**src/sfd_pkg.sv**
```systemverilog
// shared types and constants for the stream frame decoder
package sfd_pkg;

  // header layout, byte offsets within the frame body
  localparam int unsigned IdEnd     = 8;
  localparam int unsigned TimeEnd   = 16;
  localparam int unsigned SeqEnd    = 20;
  localparam int unsigned HdrBytes  = 24;
  localparam int unsigned TrlBytes  = 8;
  localparam int unsigned MinFrame  = HdrBytes + TrlBytes;

  localparam logic [7:0]  MarkChar  = 8'h5A;  // 'Z'
  localparam logic [7:0]  DropMask  = 8'hF8;
  localparam logic [7:0]  TypeMask  = 8'h07;
  localparam int unsigned DropShift = 13;
  localparam logic [15:0] PosTop    = 16'hFFFF;

  localparam int unsigned BatchDataMaxDefault = 4096;

  typedef enum logic [1:0] {
    ST_OK       = 2'd0,
    ST_SHORT    = 2'd1,
    ST_BAD_LEN  = 2'd2,
    ST_BAD_MARK = 2'd3
  } sfd_status_e;

  typedef struct packed {
    logic [7:0] body_byte;
    logic       last_byte;
  } sfd_in_t;

  typedef struct packed {
    logic        payload_valid;
    logic [7:0]  payload_byte;
    logic        frame_done;
    sfd_status_e status;
    logic [63:0] frame_id;
    logic [63:0] time_stamp;
    logic [31:0] seq_number;
    logic [31:0] payload_length;
    logic [20:0] dropped_count;
    logic [7:0]  batch_frames;
    logic [2:0]  last_type;
  } sfd_out_t;

endpackage

```
**src/sfd_decode.sv**
```systemverilog
// frame decode state and per-beat result logic
module sfd_decode
  import sfd_pkg::*;
#(
  parameter int unsigned BatchDataMax = BatchDataMaxDefault
) (
  input  logic     clk_i,
  input  logic     rst_ni,
  input  logic     step_i,
  input  sfd_in_t  beat_i,
  output sfd_out_t result_o
);

  localparam logic [31:0] LenMax = 32'(BatchDataMax);

  logic [15:0] pos_q, pos_d;
  logic [63:0] id_q, id_d, id_nx;
  logic [63:0] time_q, time_d, time_nx;
  logic [31:0] seq_q, seq_d, seq_nx;
  logic [31:0] len_q, len_d, len_nx;
  logic [15:0] drop_q, drop_d, drop_nx;
  logic [7:0]  frames_q, frames_d, frames_nx;
  logic [7:0]  flags_q, flags_d, flags_nx;
  logic        mark_q, mark_d, mark_nx;

  logic [7:0]  b;
  logic [32:0] win_end;
  logic [32:0] pos_wide;
  logic [32:0] t_off;
  logic        in_win;
  logic [16:0] count;
  logic        too_short;
  logic        len_bad;
  sfd_status_e status;

  assign b        = beat_i.body_byte;
  assign pos_wide = {17'd0, pos_q};
  assign win_end  = {1'b0, len_q} + 33'(HdrBytes);
  assign in_win   = pos_wide < win_end;
  assign t_off    = pos_wide - win_end;

  always_comb begin
    id_nx     = id_q;
    time_nx   = time_q;
    seq_nx    = seq_q;
    len_nx    = len_q;
    drop_nx   = drop_q;
    frames_nx = frames_q;
    flags_nx  = flags_q;
    mark_nx   = mark_q;
    if (pos_q < 16'(IdEnd)) begin
      id_nx = {id_q[55:0], b};
    end else if (pos_q < 16'(TimeEnd)) begin
      time_nx = {time_q[55:0], b};
    end else if (pos_q < 16'(SeqEnd)) begin
      seq_nx = {seq_q[23:0], b};
    end else if (pos_q < 16'(HdrBytes)) begin
      len_nx = {len_q[23:0], b};
    end else if (!in_win) begin
      // trailer bytes, offset from the end of the payload window
      if (t_off < 33'd2) begin
        drop_nx = {drop_q[7:0], b};
      end else if (t_off == 33'd2) begin
        frames_nx = b;
      end else if (t_off == 33'd3) begin
        flags_nx = b;
      end else if (t_off < 33'(TrlBytes)) begin
        if (b != MarkChar) begin
          mark_nx = 1'b0;
        end
      end
    end
  end

  // status is judged on the state including this beat
  assign count     = {1'b0, pos_q} + 17'd1;
  assign too_short = count < 17'(MinFrame);
  assign len_bad   = (len_nx > LenMax) ||
                     ({16'd0, count} != ({1'b0, len_nx} + 33'(MinFrame)));

  always_comb begin
    if (too_short) begin
      status = ST_SHORT;
    end else if (len_bad) begin
      status = ST_BAD_LEN;
    end else if (!mark_nx) begin
      status = ST_BAD_MARK;
    end else begin
      status = ST_OK;
    end
  end

  always_comb begin
    result_o               = '0;
    result_o.payload_valid = (pos_q >= 16'(HdrBytes)) && in_win;
    result_o.payload_byte  = b;
    result_o.status        = ST_OK;
    if (beat_i.last_byte) begin
      result_o.frame_done = 1'b1;
      result_o.status     = status;
      if (status == ST_OK) begin
        result_o.frame_id       = id_nx;
        result_o.time_stamp     = time_nx;
        result_o.seq_number     = seq_nx;
        result_o.payload_length = len_nx;
        result_o.dropped_count  = {5'd0, drop_nx} |
                                  (21'(flags_nx & DropMask) << DropShift);
        result_o.batch_frames   = frames_nx;
        result_o.last_type      = 3'(flags_nx & TypeMask);
      end
    end
  end

  // clear for the next frame after the last beat
  always_comb begin
    if (beat_i.last_byte) begin
      pos_d    = '0;
      id_d     = '0;
      time_d   = '0;
      seq_d    = '0;
      len_d    = '0;
      drop_d   = '0;
      frames_d = '0;
      flags_d  = '0;
      mark_d   = 1'b1;
    end else begin
      pos_d    = (pos_q < PosTop) ? pos_q + 16'd1 : pos_q;
      id_d     = id_nx;
      time_d   = time_nx;
      seq_d    = seq_nx;
      len_d    = len_nx;
      drop_d   = drop_nx;
      frames_d = frames_nx;
      flags_d  = flags_nx;
      mark_d   = mark_nx;
    end
  end

  always_ff @(posedge clk_i or negedge rst_ni) begin
    if (!rst_ni) begin
      pos_q    <= '0;
      id_q     <= '0;
      time_q   <= '0;
      seq_q    <= '0;
      len_q    <= '0;
      drop_q   <= '0;
      frames_q <= '0;
      flags_q  <= '0;
      mark_q   <= 1'b1;
    end else if (step_i) begin
      pos_q    <= pos_d;
      id_q     <= id_d;
      time_q   <= time_d;
      seq_q    <= seq_d;
      len_q    <= len_d;
      drop_q   <= drop_d;
      frames_q <= frames_d;
      flags_q  <= flags_d;
      mark_q   <= mark_d;
    end
  end

endmodule

```
**src/stream_frame_decoder.sv**
```systemverilog
// top level of the stream frame decoder: input and result registers around the decode
//
// usage
//   in channel: one frame body byte per beat, last_byte set on the final byte.
//   out channel: one result beat per input beat, in order. payload_valid marks
//   bytes inside the declared payload window; on the last byte frame_done is
//   set and status plus the decoded header and trailer fields follow (fields
//   are zero unless status is ok).
//   path: a taken beat is registered in the input register, passes through the
//   decode into the result register once that slot is free, and is offered on
//   out_valid_o from there.
//   throughput: one beat per cycle while out_stall_i is low; the decode is
//   a position compare and field capture between the input and result registers.
//   out stall: the result register holds; the input register still takes one
//   more beat, then in_stall_o rises until the result is taken.
//   reset: both registers empty, position zero, marker flag set, so the next
//   byte is taken as byte zero of a new frame.
module stream_frame_decoder
  import sfd_pkg::*;
#(
  parameter int unsigned BatchDataMax = BatchDataMaxDefault
) (
  input  logic     clk_i,
  input  logic     rst_ni,
  input  logic     in_valid_i,
  output logic     in_stall_o,
  input  sfd_in_t  in_data_i,
  output logic     out_valid_o,
  input  logic     out_stall_i,
  output sfd_out_t out_data_o
);

  // input register
  logic     in_vld_q, in_vld_d;
  sfd_in_t  in_beat_q;
  // result register
  logic     res_vld_q, res_vld_d;
  sfd_out_t res_q;
  sfd_out_t result;

  logic res_free;
  logic advance;
  logic in_free;
  logic take;

  // result slot frees when empty or being taken this cycle
  assign res_free   = !res_vld_q || !out_stall_i;
  assign advance    = in_vld_q && res_free;
  assign in_free    = !in_vld_q || res_free;
  assign take       = in_valid_i && in_free;
  assign in_stall_o = !in_free;

  always_comb begin
    in_vld_d = in_vld_q;
    if (take) begin
      in_vld_d = 1'b1;
    end else if (advance) begin
      in_vld_d = 1'b0;
    end
  end

  always_comb begin
    res_vld_d = res_vld_q;
    if (advance) begin
      res_vld_d = 1'b1;
    end else if (!out_stall_i) begin
      res_vld_d = 1'b0;
    end
  end

  // decode state moves only when a beat passes into the result register
  sfd_decode #(
    .BatchDataMax(BatchDataMax)
  ) u_decode (
    .clk_i   (clk_i),
    .rst_ni  (rst_ni),
    .step_i  (advance),
    .beat_i  (in_beat_q),
    .result_o(result)
  );

  always_ff @(posedge clk_i or negedge rst_ni) begin
    if (!rst_ni) begin
      in_vld_q  <= 1'b0;
      res_vld_q <= 1'b0;
    end else begin
      in_vld_q  <= in_vld_d;
      res_vld_q <= res_vld_d;
    end
  end

  // payload registers, no reset
  always_ff @(posedge clk_i) begin
    if (take) begin
      in_beat_q <= in_data_i;
    end
    if (advance) begin
      res_q <= result;
    end
  end

  assign out_valid_o = res_vld_q;
  assign out_data_o  = res_q;

endmodule

```
**config.mk**
```make
export PLATFORM = sky130hd
export DESIGN_NAME = stream_frame_decoder
export DESIGN_NICKNAME = d
export VERILOG_FILES = /design/src/sfd_pkg.sv /design/src/sfd_decode.sv /design/src/stream_frame_decoder.sv
export SDC_FILE = /design/constraint.sdc
export NUM_CORES = 1
export LEC_CHECK = 0
export BUFFER_PORTS_ARGS = -buffer_cell sky130_fd_sc_hd__buf_2
export CAP_MARGIN = 5
export CORE_MARGIN = 5
export CORE_UTILIZATION = 51
export DETAILED_ROUTE_END_ITERATION = 12
export PLACE_DENSITY = 0.79
export SYNTH_ARGS = -nofsm -noshare
export SYNTH_HDL_FRONTEND = slang
export SYNTH_SLANG_ARGS = --single-unit
export TNS_END_PERCENT = 1
```
**constraint.sdc**
```tcl
create_clock -name clk_i -period 24.5 [get_ports clk_i]
set_input_delay 1.225 -clock clk_i [delete_from_list [all_inputs] [get_ports clk_i]]
set_output_delay 1.225 -clock clk_i [all_outputs]
set_load 0.01 [all_outputs]
```
# --- Yosys cells after proc, flatten, opt, wreduce, memory -nomap -nowiden ---
# Cells that the tools add are included.
op_classes:
  addsub: 5
  magnitude_cmp: 11
  n_eq_ne: 5
  mux: 60
  n_bitwise: 1
  n_reduce_logical: 15
op_table:
  columns: ["operator", "n"]
  rows:
  - ["64-bit two-way mux", 5]
  - ["32-bit two-way mux", 9]
  - ["227-bit two-way mux", 1]
  - ["224-bit two-way mux", 1]
  - ["16-bit two-way mux", 9]
  - ["8-bit two-way mux", 17]
  - ["33-bit by 2-bit == test with 1-bit output, second input constant", 2]
  - ["16-bit by 5-bit < comparator with 1-bit output, second input constant", 3]
  - ["32-bit by 5-bit adder with 33-bit output, second input constant", 1]
  - ["32-bit by 6-bit adder with 33-bit output, second input constant", 1]
  - ["16-bit by 33-bit < comparator with 1-bit output", 1]
  - ["33-bit by 2-bit < comparator with 1-bit output, second input constant", 1]
  - ["33-bit by 4-bit < comparator with 1-bit output, second input constant", 1]
  - ["17-bit by 33-bit != test with 1-bit output", 1]
  - ["16-bit by 33-bit subtractor with 33-bit output", 1]
  - ["32-bit by 13-bit > comparator with 1-bit output, second input constant", 1]
  - ["16-bit by 21-bit OR with 21-bit output", 1]
  - ["16-bit by 1-bit adder with 17-bit output, second input constant", 1]
  - ["17-bit by 6-bit < comparator with 1-bit output, second input constant", 1]
  - ["16-bit by 1-bit adder with 16-bit output, second input constant", 1]
  - ["16-bit by 5-bit greater-or-equal comparator with 1-bit output, second input constant", 1]
  - ["16-bit < comparator, second input constant", 1]
  - ["16-bit by 4-bit < comparator with 1-bit output, second input constant", 1]
  - ["1-bit two-way mux", 15]
  - ["9 further kinds", 20]
word_totals:
  register_bits: 488
  in_bits: 13
  output_inout_bits: 238
  elab_cells: 121

# --- Longest topological paths before layout ---
depth:
  depth_word: 18
  ltp_mapped: 22
  depth_no_buf: 17

# --- Modules after synthesis ---
# From an unflattened synthesis, not the netlist that was laid out.
unflattened:
  hier_cells: 2383
  hier_area_um2: 24471.0
by_module_without_submodules:
  columns: ["module", "instances", "cells_each", "area_per_inst_um2", "seq_area_each_um2"]
  rows:
  - ["sfd_decode", 1, 2130, 17021.3, 6032.0]
  - ["stream_frame_decoder", 1, 253, 7449.6, 7407.1]

# --- Worst setup path after synthesis ---
# OpenSTA, ideal clock, no wires.
synth_timing:
  kind: "input port to flip-flop"
  start: "input port out_stall_i"
  end: "register u_decode.time_q[10]"
  setup_time_ns: 0.121
  t_arrival_ns: 10.424
  required_ns: 24.379
  path_slack_ns: 13.955
  stages: 7
  n_path_buf: 2
  cell_sequence: "nand2_1 nand2_1 inv_1 clkbuf_1 o21ai_1 clkbuf_1 a22o_1"
synth_via:
  elab_chain_len: 3
synth_rtl:
  columns: ["element", "line", "rtl"]
  rows:
  - ["from (decl)", "stream_frame_decoder.sv:29", "input logic out_stall_i,"]
  - ["1-bit zero test", null, null]
  - ["1-bit logical OR", "stream_frame_decoder.sv:47", "assign res_free = !res_vld_q || !out_stall_i;"]
  - ["1-bit logical AND", "stream_frame_decoder.sv:48", "assign advance = in_vld_q && res_free;"]
  - ["via advance", "stream_frame_decoder.sv:42", "logic advance;"]
  - ["to (signal assigned)", "sfd_decode.sv:153", "time_q <= time_d;"]
  - ["to (decl)", "sfd_decode.sv:18", "logic [63:0] time_q, time_d, time_nx;"]
# The timed path passes the listed nets, and every way through them passes these cells.
# A chain may end at the register's enable or synchronous reset.

# --- Worst setup path in the final report ---
layout_timing:
  start: "register u_decode.len_q[3]"
  end: "register res_q, in the netlist out_data_o[155] (data pin)"
layout_via:
  elab_chain_len: 17
  elab_cells_between_ends: 29
  classes_between: "add/sub: 3; order compare: 4; eq/ne: 3; mux: 16; reduce/logical: 3"
layout_rtl:
  columns: ["element", "line", "rtl"]
  rows:
  - ["from (decl)", "sfd_decode.sv:20", "logic [31:0] len_q, len_d, len_nx;"]
  - ["from (signal assigned)", "sfd_decode.sv:155", "len_q <= len_d;"]
  - ["32-bit by 5-bit adder with 33-bit output", "sfd_decode.sv:38", "assign win_end = {1'b0, len_q} + 33'(HdrBytes);"]
  - ["16-bit by 33-bit subtractor with 33-bit output", "sfd_decode.sv:40", "assign t_off = pos_wide - win_end;"]
  - ["33-bit by 4-bit < comparator with 1-bit output", "sfd_decode.sv:67", "end else if (t_off < 33'(TrlBytes)) begin"]
  - ["1-bit two-way mux", "sfd_decode.sv:67", null]
  - ["1-bit two-way mux", "sfd_decode.sv:65", "end else if (t_off == 33'd3) begin"]
  - ["1-bit two-way mux", "sfd_decode.sv:63", "end else if (t_off == 33'd2) begin"]
  - ["1-bit two-way mux", "sfd_decode.sv:61", "if (t_off < 33'd2) begin"]
  - ["1-bit two-way mux", "sfd_decode.sv:59", "end else if (!in_win) begin"]
  - ["1-bit two-way mux", "sfd_decode.sv:57", "end else if (pos_q < 16'(HdrBytes)) begin"]
  - ["1-bit two-way mux", "sfd_decode.sv:55", "end else if (pos_q < 16'(SeqEnd)) begin"]
  - ["1-bit two-way mux", "sfd_decode.sv:53", "end else if (pos_q < 16'(TimeEnd)) begin"]
  - ["1-bit two-way mux", "sfd_decode.sv:51", "if (pos_q < 16'(IdEnd)) begin"]
  - ["2-bit two-way mux", "sfd_decode.sv:86", "end else if (!mark_nx) begin"]
  - ["2-bit two-way mux *", "sfd_decode.sv:84", "end else if (len_bad) begin"]
  - ["2-bit two-way mux *", "sfd_decode.sv:82", "if (too_short) begin"]
  - ["2-bit zero test *", "sfd_decode.sv:101", "if (status == ST_OK) begin"]
  - ["2-bit AND reduction (no source line) *", null, null]
  - ["to (signal assigned)", "stream_frame_decoder.sv:98", "res_q <= result;"]
  - ["to (decl)", "stream_frame_decoder.sv:38", "sfd_out_t res_q;"]
# Mark *: on every way between the ends. The rest lies on a longest branch, timed or not.

==> summary.md <==
* finished clean — outcome
* 0 — overall overflow remaining after global route
* 5.936 ns — final worst path period need
* register to register — Critical Setup Path Class
* 48490 µm² — area of the die
* 113 — pin count of the biggest net entering global routing
* 50 — TritonCTS buffer count
* 24260 µm² — area of placed instances
* 0.1685 GHz — peak clock frequency supported by timing
* register to register — class of the most critical hold timing path
* 6.091 — via density per instance
* 25.79% — All-Layer GR Usage
* 18.70 ns — Post-Place Setup Slack
* 0 — number of max-slew violations in the final report
* 18.56 ns — final setup slack of the worst path
* 6 — Detailed Routing Iterations Pass 1
* 2 — H-Tree Depth
* 22.35 µm — routed wirelength normalized by instance count
* 0.9580 — placer congestion estimate
* 2774 — Placed Instances
* 3578 — Filler cells
* 17.49% — fraction of final layout cells sized beyond drive strength 1
* 488 — clk sink count
* 2 — initial antenna violation count
* 488 — number of register bits inferred by synthesis
* 220.2 µm — width of the die
* 64.10 mm — routed wire length
* 250 — number of port buffers
* 0 — # Max-Cap Violations
* 220.2 µm — vertical extent of the die
* 6.21 ns — Worst Path Arrival
* 2868 — non-filler cells in the finished layout
* 22540 µm² — synthesized area
* 24.23% — share of the clock period used by the worst path after layout
* clkbuf_16 — CTS Root Buffer Type
* 3 — Max Buffers Root-to-Sink
* 2268 — number of nets in the layout
* 25850 µm² — Post-Layout Inst Area
* 0.06 ns — CTS clk-pin slew, worst paths
* 0 ns — final sum of negative setup slack
* 51.30% — initial core utilization
* 0.01347 ns — final clock skew
* register — critical path launch point type
* 1.260 ns — Tightest Pin Transition
* 0 — Final Hold Viols
* 18.56 ns — worst reg2reg setup slack
* 2156 — number of design-rule violations left by the first detailed-router iteration
* 84 — distinct cell type count after synthesis
* 77 — placement row count
* 10.18 nW — leakage component of the power
* 0 — remaining antenna violation count after routing
* 0 — total of hold buffers inserted after clock tree synthesis
* 0 — post-cts repair resize count
* 2026 — number of standard cells after synthesis
* 98.48 mm — global-route wire length before repair
* edfxtp_1 — Most used DFF post-synth
* 0.4878 ns — final worst hold slack
* 251 — Boundary Pins
* 17470 — via count
* 67.41 µV — worst voltage drop across the vdd grid
* 59.64% — share of the yosys chip area belonging to registers
* 43930 µm² — placeable core area
* 0 — number of DRC violations after detailed routing
* 0 — final setup vio count
* 16500 — vias in the first global route
* 49.80% — async set-reset flop share out of synthesis
* 245 — number of enable-type register cells in the synthesized netlist
* 11.12 µm² — average instance area after synthesis
* 69.08 nW/µm² — Pwr Density
* 14.72% — Area growth, synth to finish
* 112 — crit path max fanout
* register — crit end category
* 0 — synthesis warning total
* 15.98% — slew margin rel.
* yes — clock tree from TritonCTS
* 58.85% — utilization of the core after routing
* 0 — buffers inserted during post-CTS setup optimization
* 24.78 ns — CP Data Required Time
* 0.59 ns — insertion delay to the later sink of the worst-skew pair
* no — unrepaired setup endpoints after global routing
* 1.786 mW — power consumption
* 41.50 mm — dpl hpwl
worst paths after layout:
kind | startpoint | endpoint | depth (start not counted)
max | u_decode.len_q[3] | out_data_o[155] | 17
min | u_decode.id_q[63] | u_decode.id_q[63] | 2
max reg2reg | u_decode.len_q[3] | out_data_o[155] | 17
min reg2reg | u_decode.id_q[63] | u_decode.id_q[63] | 2
max in group asynchronous | rst_ni | u_decode.id_q[59] | 3
min in group asynchronous | rst_ni | u_decode.seq_q[22] | 1
placed cells by master, fill, tap and decap left out, types with 18 or more instances in the layout:
cell type and n:
inv_1 32, xor2_1 22, nor3_1 27, buf_2 249, nand2_1 407, a22o_1 185, ha_1 20, nor2_1 78
conb_1 19, o21ai_0 47, nand4_1 23, o2bb2ai_1 24, xnor2_1 38, buf_4 35, nor4_1 18, mux2i_1 54
edfxtp_1 245, a21oi_1 192, clkbuf_16 51, nand3_1 29, dfrtp_1 242
kinds of logic (layout without fill, tap and decap cells):
kind of cell / Yosys count / count (layout) / share of synthesized area, %
compound gates: 537 / 537 / 16.61
xor+xnor: 61 / 61 / 2.404
fa+ha+maj: 21 / 21 / 1.199
buf+inv: 181 / 412 / 3.592
flops: 488 / 488 / 59.64
mux: 57 / 57 / 2.548
other cells: 1 / 20 / 0.01664
simple gates: 680 / 680 / 14.00
report_power, final:
group,switching [mW],total (mW),internal [mW]
Sequential,0.0226,0.923,0.900
Combinational,0.0869,0.123,0.0358
Clock,0.317,0.740,0.423
per-layer routing:
metal | vias to the layer above | share of wire, % | track usage (%)
met1 | 8677 | 43 | 38.09
met3 | 133 | 7.9 | 4.583
met2 | 826 | 46 | 39.07
met5 | - | 0 | 0
li1 | 7834 | - | -
met4 | 0 | 3.5 | 8.592
critical path, stage by stage, from the launching register on:
cell       delay, ns
dfrtp_1         0.67
inv_1           0.16
ha_1            0.29
nand4b_2        0.33
nor2_1          0.21
nand2_1         0.09
xor2_1          0.20
ha_1            0.45
and3_1          0.29
o2111ai_1       0.19
a32o_1          0.35
a2111oi_1       0.47
xnor2_1         0.20
a21oi_1         0.10
o31a_1          0.36
nand4b_4        0.14
buf_4           0.83
a21oi_1         0.11
sequential cells by signal, summed over array words and instances, names as in the netlist:
name and cells:
out_data_o 236, u_decode.flags_q 8, u_decode.drop_q 16, u_decode.frames_q 8, u_decode.time_q 64, u_decode.len_q 32, u_decode.mark_q 1, u_decode.id_q 64
u_decode.pos_q 16, out_valid_o 1, in_vld_q 1, u_decode.seq_q 32, in_beat_q 9
area by class of cell:
cell class / instances / area [µm²] / share of cell area, %
sequential: 488 / 13440 / 51.98
inverter: 34 / 135.1 / 0.5227
tap: 592 / 740.7 / 2.865
timing repair buffer: 285 / 1524 / 5.895
clock buffer: 63 / 1351 / 5.227
multi-input combinational: 1375 / 8418 / 32.56
clock inverter: 30 / 241.5 / 0.9341
antenna: 1 / 2.502 / 0.009680
synthesized netlist by cell type, types with 33 or more instances:
master / instances / share of area (%)
nand2_1: 407 / 6.8
edfxtp_1: 245 / 33
dfrtp_1: 242 / 27
a21oi_1: 192 / 4.3
a22o_1: 185 / 7.2
clkbuf_1: 100 / 1.7
nor2_1: 80 / 1.3
mux2i_1: 54 / 2.4
o21ai_0: 48 / 1.1
xnor2_1: 38 / 1.5
inv_1: 33 / 0.55
Note: power is estimated with default switching activity, not from simulation.
